$ cat src/design/arw_pkg.sv
package arw_pkg;

	localparam int PEERS  = 16;
	localparam int WINDOW = 32;

	localparam int IDX_W = (PEERS > 1) ? $clog2(PEERS) : 1;
	localparam int DST_W = (WINDOW > 1) ? $clog2(WINDOW) : 1;
	localparam int SEQ_W = 64;
	localparam int PID_W = 16;

	typedef enum logic [1:0] {
		OP_ADD    = 2'd0,
		OP_CHECK  = 2'd1,
		OP_COMMIT = 2'd2
	} opcode_t;

	typedef enum logic [2:0] {
		STAT_OK      = 3'd0,
		STAT_UNKNOWN = 3'd1,
		STAT_REPLAY  = 3'd2,
		STAT_PRESENT = 3'd3,
		STAT_FULL    = 3'd4
	} status_t;

	typedef struct packed {
		logic [1:0]       opcode;
		logic [15:0]      iv_prefix;
		logic [PID_W-1:0] peer_id;
		logic [SEQ_W-1:0] sequence_req;
	} req_item_t;

	typedef struct packed {
		logic       accepted;
		logic [2:0] status;
	} rsp_item_t;

	typedef enum logic [1:0] {
		S_IDLE,
		S_LOOKUP,
		S_EXEC,
		S_RESULT
	} fsm_state_t;

	typedef struct packed {
		logic load;
		logic lookup;
		logic exec;
	} dp_cmd_t;

endpackage

$ cat src/design/anti_replay_window_table_unit.sv
// anti-replay window table: one sliding window per peer, up to PEERS peers.
// request channel (req_valid / req_stall / req) carries opcode, iv_prefix,
// peer_id and sequence_req; a transaction is taken when req_valid is high
// and req_stall is low. opcodes: add peer, check sequence, commit sequence.
// response channel (rsp_valid / rsp_stall / rsp) returns accepted and
// status, exactly one response per request, in order.
// after the request transaction the controller passes through the peer
// lookup state, then the window compare/update state into the result
// register, and then raises rsp_valid. the block handles one request at
// a time, so a new request is taken in the cycle after the response
// leaves. the controller walks load, lookup, execute and result for each
// request.
// while rsp_stall is high the response holds steady and req_stall stays
// high, so no new request is taken until the response is delivered.
// reset empties the table at once (all valid bits clear) and returns the
// controller to idle; no clearing pass is needed.
module anti_replay_window_table_unit (
	input  logic                clk,
	input  logic                arst_n,
	input  logic                req_valid,
	output logic                req_stall,
	input  arw_pkg::req_item_t  req,
	output logic                rsp_valid,
	input  logic                rsp_stall,
	output arw_pkg::rsp_item_t  rsp
);
	import arw_pkg::*;

	dp_cmd_t cmd;

	arw_ctrl u_ctrl (
		.clk       (clk),
		.arst_n    (arst_n),
		.req_valid (req_valid),
		.req_stall (req_stall),
		.rsp_valid (rsp_valid),
		.rsp_stall (rsp_stall),
		.cmd       (cmd)
	);

	arw_datapath u_datapath (
		.clk    (clk),
		.arst_n (arst_n),
		.cmd    (cmd),
		.req    (req),
		.rsp    (rsp)
	);

endmodule

$ cat src/design/arw_datapath.sv
module arw_datapath (
	input  logic              clk,
	input  logic              arst_n,
	input  arw_pkg::dp_cmd_t  cmd,
	input  arw_pkg::req_item_t req,
	output arw_pkg::rsp_item_t rsp
);
	import arw_pkg::*;

	// table: valid bits reset, contents written on add/commit only
	logic [PEERS-1:0]  valid_q;
	logic [PID_W-1:0]  peer_q [PEERS];
	logic [SEQ_W-1:0]  top_q [PEERS];
	logic [WINDOW-1:0] bmp_q [PEERS];

	req_item_t         req_q;
	logic              hit_q;
	logic [IDX_W-1:0]  hit_idx_q;
	logic              free_any_q;
	logic [IDX_W-1:0]  free_idx_q;
	rsp_item_t         rsp_q;

	// parallel tag compare and lowest free slot
	logic              hit_c;
	logic [IDX_W-1:0]  hit_idx_c;
	logic              free_any_c;
	logic [IDX_W-1:0]  free_idx_c;

	always_comb begin
		hit_c      = 1'b0;
		hit_idx_c  = '0;
		free_any_c = 1'b0;
		free_idx_c = '0;
		for (int i = PEERS - 1; i >= 0; i--) begin
			if (valid_q[i] && (peer_q[i] == req_q.peer_id)) begin
				hit_c     = 1'b1;
				hit_idx_c = IDX_W'(i);
			end
			if (!valid_q[i]) begin
				free_any_c = 1'b1;
				free_idx_c = IDX_W'(i);
			end
		end
	end

	// window arithmetic on the matched entry
	logic [SEQ_W-1:0]  top_sel;
	logic [WINDOW-1:0] bmp_sel;
	logic              borrow;
	logic [SEQ_W-1:0]  fwd;
	logic [SEQ_W-1:0]  back;
	logic              newer;
	logic              fwd_in;
	logic              back_in;
	logic [WINDOW-1:0] bmp_slid;
	logic [WINDOW-1:0] bmp_mark;

	always_comb begin
		top_sel     = top_q[hit_idx_q];
		bmp_sel     = bmp_q[hit_idx_q];
		{borrow, fwd} = {1'b0, req_q.sequence_req} - {1'b0, top_sel};
		back        = top_sel - req_q.sequence_req;
		newer       = !borrow && (fwd != '0);
		fwd_in      = fwd < SEQ_W'(WINDOW);
		back_in     = back < SEQ_W'(WINDOW);
		bmp_slid    = fwd_in ? ((bmp_sel << fwd[DST_W-1:0]) | WINDOW'(1)) : WINDOW'(1);
		bmp_mark    = bmp_sel | (WINDOW'(1) << back[DST_W-1:0]);
	end

	always_ff @(posedge clk or negedge arst_n) begin
		if (!arst_n) begin
			valid_q <= '0;
		end else if (cmd.exec && (req_q.opcode == OP_ADD) && !hit_q && free_any_q) begin
			valid_q[free_idx_q] <= 1'b1;
		end
	end

	always_ff @(posedge clk) begin
		if (cmd.load) begin
			req_q <= req;
		end
		if (cmd.lookup) begin
			hit_q      <= hit_c;
			hit_idx_q  <= hit_idx_c;
			free_any_q <= free_any_c;
			free_idx_q <= free_idx_c;
		end
		if (cmd.exec) begin
			case (req_q.opcode)
				OP_ADD: begin
					if (hit_q) begin
						rsp_q <= '{accepted: 1'b0, status: STAT_PRESENT};
					end else if (free_any_q) begin
						peer_q[free_idx_q] <= req_q.peer_id;
						top_q[free_idx_q]  <= '0;
						bmp_q[free_idx_q]  <= '0;
						rsp_q <= '{accepted: 1'b1, status: STAT_OK};
					end else begin
						rsp_q <= '{accepted: 1'b0, status: STAT_FULL};
					end
				end
				OP_CHECK: begin
					if ((req_q.iv_prefix != '0) || !hit_q) begin
						rsp_q <= '{accepted: 1'b0, status: STAT_UNKNOWN};
					end else if (newer || (back_in && !bmp_sel[back[DST_W-1:0]])) begin
						rsp_q <= '{accepted: 1'b1, status: STAT_OK};
					end else begin
						rsp_q <= '{accepted: 1'b0, status: STAT_REPLAY};
					end
				end
				OP_COMMIT: begin
					if (!hit_q) begin
						rsp_q <= '{accepted: 1'b0, status: STAT_UNKNOWN};
					end else begin
						if (newer) begin
							top_q[hit_idx_q] <= req_q.sequence_req;
							bmp_q[hit_idx_q] <= bmp_slid;
						end else if (back_in) begin
							bmp_q[hit_idx_q] <= bmp_mark;
						end
						rsp_q <= '{accepted: 1'b1, status: STAT_OK};
					end
				end
				default: begin
					rsp_q <= '{accepted: 1'b0, status: STAT_UNKNOWN};
				end
			endcase
		end
	end

	assign rsp = rsp_q;

endmodule

$ cat src/design/arw_ctrl.sv
module arw_ctrl (
	input  logic             clk,
	input  logic             arst_n,
	input  logic             req_valid,
	output logic             req_stall,
	output logic             rsp_valid,
	input  logic             rsp_stall,
	output arw_pkg::dp_cmd_t cmd
);
	import arw_pkg::*;

	fsm_state_t state_q;
	fsm_state_t state_nx;

	always_ff @(posedge clk or negedge arst_n) begin
		if (!arst_n) begin
			state_q <= S_IDLE;
		end else begin
			state_q <= state_nx;
		end
	end

	always_comb begin
		state_nx  = state_q;
		req_stall = 1'b1;
		rsp_valid = 1'b0;
		cmd       = '0;
		case (state_q)
			S_IDLE: begin
				req_stall = 1'b0;
				if (req_valid) begin
					cmd.load = 1'b1;
					state_nx = S_LOOKUP;
				end
			end
			S_LOOKUP: begin
				cmd.lookup = 1'b1;
				state_nx   = S_EXEC;
			end
			S_EXEC: begin
				cmd.exec = 1'b1;
				state_nx = S_RESULT;
			end
			S_RESULT: begin
				rsp_valid = 1'b1;
				if (!rsp_stall) begin
					state_nx = S_IDLE;
				end
			end
			default: begin
				state_nx = S_IDLE;
			end
		endcase
	end

endmodule
$ cat config.mk
export PLATFORM = sky130hd
export DESIGN_NAME = anti_replay_window_table_unit
export DESIGN_NICKNAME = d
export VERILOG_FILES = /design/src/design/arw_pkg.sv /design/src/design/anti_replay_window_table_unit.sv /design/src/design/arw_datapath.sv /design/src/design/arw_ctrl.sv
export SDC_FILE = /design/constraint.sdc
export NUM_CORES = 2
export LEC_CHECK = 0
export BUFFER_PORTS_ARGS = -buffer_cell sky130_fd_sc_hd__buf_2
export CORE_ASPECT_RATIO = 0.8
export CORE_MARGIN = 10
export CORE_UTILIZATION = 59
export CTS_BUF_LIST = sky130_fd_sc_hd__clkbuf_8
export DETAILED_ROUTE_END_ITERATION = 8
export GPL_ROUTABILITY_DRIVEN = 0
export GPL_TIMING_DRIVEN = 0
export PLACE_DENSITY_LB_ADDON = 0.05
export SLEW_MARGIN = 20
export SYNTH_ARGS = -nofsm -noshare
export SYNTH_HDL_FRONTEND = slang
export SYNTH_SLANG_ARGS = --single-unit
$ cat constraint.sdc
create_clock -name clk -period 15.3 [get_ports clk]
set_input_delay 1.53 -clock clk [delete_from_list [all_inputs] [get_ports clk]]
set_output_delay 1.53 -clock clk [all_outputs]
set_load 0.05 [all_outputs]
==> impl_metrics.toml <==
[cells_and_area]
final_common_cell = "edfxtp_1"
mostFrequentLayoutCells = "edfxtp_1, mux4_2, clkbuf_8"
nets = 5850
fillers = 9770
area_growth_pct = 12.8
drive_gt1_share_pct = 21.8
stdcell_count = 7717
register_area_um2 = 57600
multi_input_area_um2 = 26200

[synthesis]
async_flop_share_pct = 0.937
syn_inst = 5090
synth.yosys.seq_area_share_pct = 67.8
yosys.cell_types.count = 90
synthFlopType = "edfxtp_1"
avgSynthCellArea_um2 = 16.7
synth_edf_count = 1904
ys_ff_latch = 1922
syn_nets = 5327
syn_area_um2 = 85000
yosys_warnings = 0

[floorplanning]
start_util_pct = 59.4
rows = 124
die_area_um2 = 160000
pin_count = 108
core_area_um2 = 143000
die_h_um = 359
die_w_um = 444

[clock_network]
postCtsHoldBufs = 0
cts_setup_buffers = 0
cts_tree = "done"
clock-sinks = 1922
clock_latency_ns = 1.07
cts-root-buf = "clkbuf_8"
cts.path.max_buffers = 4
clkTransAtPathRegs_ns = 0.06
ctsResizeCount = 0
ctsHtreeMaxLevel = 5
cts_buffers = 311

[route]
finalWirelength_um = 242000
avgRoutedWirePerCell_um = 31.4
viasPerCell = 6.68
first_pass_iters = 9
drc_errors = 6
drt-initial-drc-count = 7029
antenna_left = 0
dr_total_vias = 51600

[worst_setup_path]
worstPathArrival_ns = 12.89
critical_path_class = "register to register"
worstReg2RegEnd = "u_datapath.top_q[10][38]$_DFFE_PP_"
critPathRequiredTime_ns = 16.01
crit_path_end_kind = "register"
endpoint = "u_datapath.top_q[10][38]$_DFFE_PP_"
rrSetupSlack_ns = 3.13
startpoint = "u_datapath.hit_idx_q[1]$_SDFFCE_PP0N_"
cp_max_fo = 16
critPathLaunchType = "register"
timing.rr.start = "u_datapath.hit_idx_q[1]$_SDFFCE_PP0N_"
rr_worst_depth = 27

[global_routing]
grt_pass1_wl_um = 350000
grt_antenna_before_repair = 3
grt_max_degree = 50
grt.total_usage_pct = 30.0
grt_pass1_vias = 50400
grt_overflow = 0

[sta]
slew_headroom_pct = 23.6
setup_violations = 0
worst_clock_skew_ns = 0.0645
timing.final.max_slew_violations = 0
final.min_clock_period_ns = 12.17
grt_setup_unrepaired = "no"
hold_violations = 0
worst_hold_slack_ns = 0.476
fmax_mhz = 82.2
tightest_slew_ns = 1.15
setup_slack_ns = 3.13
period_share_pct = 79.6

[placement]
place_inst = 7187
io_buffers = 107
dpl_worst_slack_ns = 2.82
hpwl_um = 163000

[pwr]
p_leak_nw = 29.3
power.density_nw_per_um2 = 162
irDropWorstVdd_mv = 0.122

[run_status]
violations = "DRC"
status = "finished, violations left"

[run]
drv_cap = 0

[hold_path]
min_path_type = "input pin to asynchronous set/reset pin"
## worst max-delay path: stages, from the launching register on
cell and delay, ns:
edfxtp_1 0.32, clkbuf_1 0.30, clkbuf_1 0.72, clkbuf_1 0.63, buf_1 0.64, clkbuf_1 0.83, clkbuf_1 0.91, mux4_2 0.41
mux4_2 0.52, inv_1 0.09, ha_1 0.22, buf_4 0.18, a21oi_1 0.23, o21ai_0 0.18, o21bai_1 0.26, o211ai_1 0.92
a21oi_1 0.23, o221ai_1 0.53, a221oi_1 0.17, nand4_1 0.20, nor4_4 0.09, a31oi_1 0.60, clkbuf_1 0.76, nand2_1 0.42
o21ai_4 0.72, buf_12 0.26, buf_12 0.21, buf_16 0.19
## final cells by class
type	instances	share of cell area [%]
Clock inverter	204	1.01
Tap cell	1890	2.47
Timing Repair Buffer	210	2.64
Multi-Input combinational cell	2742	27.4
Clock buffer	317	4.55
Buffer	259	1.17
Inverter	167	0.654
Sequential cell	1922	60.1
Antenna cell	6	0.0157
## per-layer routing
layer	vias to the layer above	routed length [um]	global-route usage (%)
met1	26300	96700	43.2
met3	586	26400	7.38
met2	3303	109000	44.8
met5	-	39	0
met4	2	9710	11.1
li1	21300	-	-
## sequential cells by signal (all words and copies together) (netlist names), 4 cells and up
register               count
u_datapath.bmp_q         512
u_datapath.free_idx_q      4
u_datapath.hit_idx_q       4
u_datapath.peer_q        256
u_datapath.req_q          98
u_datapath.rsp             4
u_datapath.top_q        1024
u_datapath.valid_q        16
## report_power, final
part           internal [mW]  switching [mW]
clock network           2.00            1.96
registers               5.93           0.174
logic                   1.80            3.62
## stage by stage
| step | power, mW | instance area (um^2) | util [%] | TNS [ns] |
|---|---|---|---|---|
| after global routing | 16.0 | 95900 | 67.0 | 0 |
| after floorplan | 9.58 | 85000 | - | 0 |
| after detailed placement | 11.3 | 90300 | 63.1 | 0 |
| after global placement | 11.3 | 87900 | 61.4 | -2921.34 |
| final | 15.5 | 95900 | 67.0 | 0 |
| after CTS | 15.3 | 95600 | 66.9 | 0 |
## Yosys cell counts, drive strengths merged, types with 20 or more instances
cell | number | area share [%]
a21o | 26 | 0.23
a21oi | 287 | 1.7
a31oi | 25 | 0.18
and2 | 78 | 0.57
buf | 97 | 0.55
clkbuf | 162 | 0.72
edfxtp | 1904 | 67
ha | 133 | 2.0
inv | 167 | 0.74
mux2 | 22 | 0.29
mux2i | 39 | 0.46
mux4 | 478 | 13
nand2 | 228 | 1.0
nand2b | 35 | 0.26
nand3 | 60 | 0.35
nand4 | 116 | 0.85
nor2 | 229 | 1.0
nor3 | 49 | 0.30
nor4 | 53 | 0.43
o211ai | 20 | 0.18
o21a | 25 | 0.22
o21ai | 202 | 1.2
o21bai | 20 | 0.18
o22ai | 39 | 0.29
or2 | 24 | 0.18
xnor2 | 260 | 2.7
xor2 | 71 | 0.73
## logic make-up after synthesis
group	share of synthesized area (%)
DFF	67.8
and+or+nand+nor	5.60
AOI/OAI and AO/OA	5.75
muxes	13.4
buffers and inverters	2.00
xor gates and xnor gates	3.41
adders and majority gates	2.01
## how the worst min path moves through the flow
stage | endpoint | slack, ns | cells past startpoint
floorplan | u_datapath.valid_q[10]$_DFFE_PN0P_ | 0.46 | 2
global placement | u_datapath.valid_q[8]$_DFFE_PN0P_ | 0.53 | 1
detailed placement | u_datapath.valid_q[8]$_DFFE_PN0P_ | 0.53 | 1
CTS | u_datapath.valid_q[5]$_DFFE_PN0P_ | 0.42 | 1
global route | u_datapath.valid_q[10]$_DFFE_PN0P_ | 0.47 | 1
finish | u_datapath.valid_q[12]$_DFFE_PN0P_ | 0.48 | 1
Power figures use the tool's default switching activity.
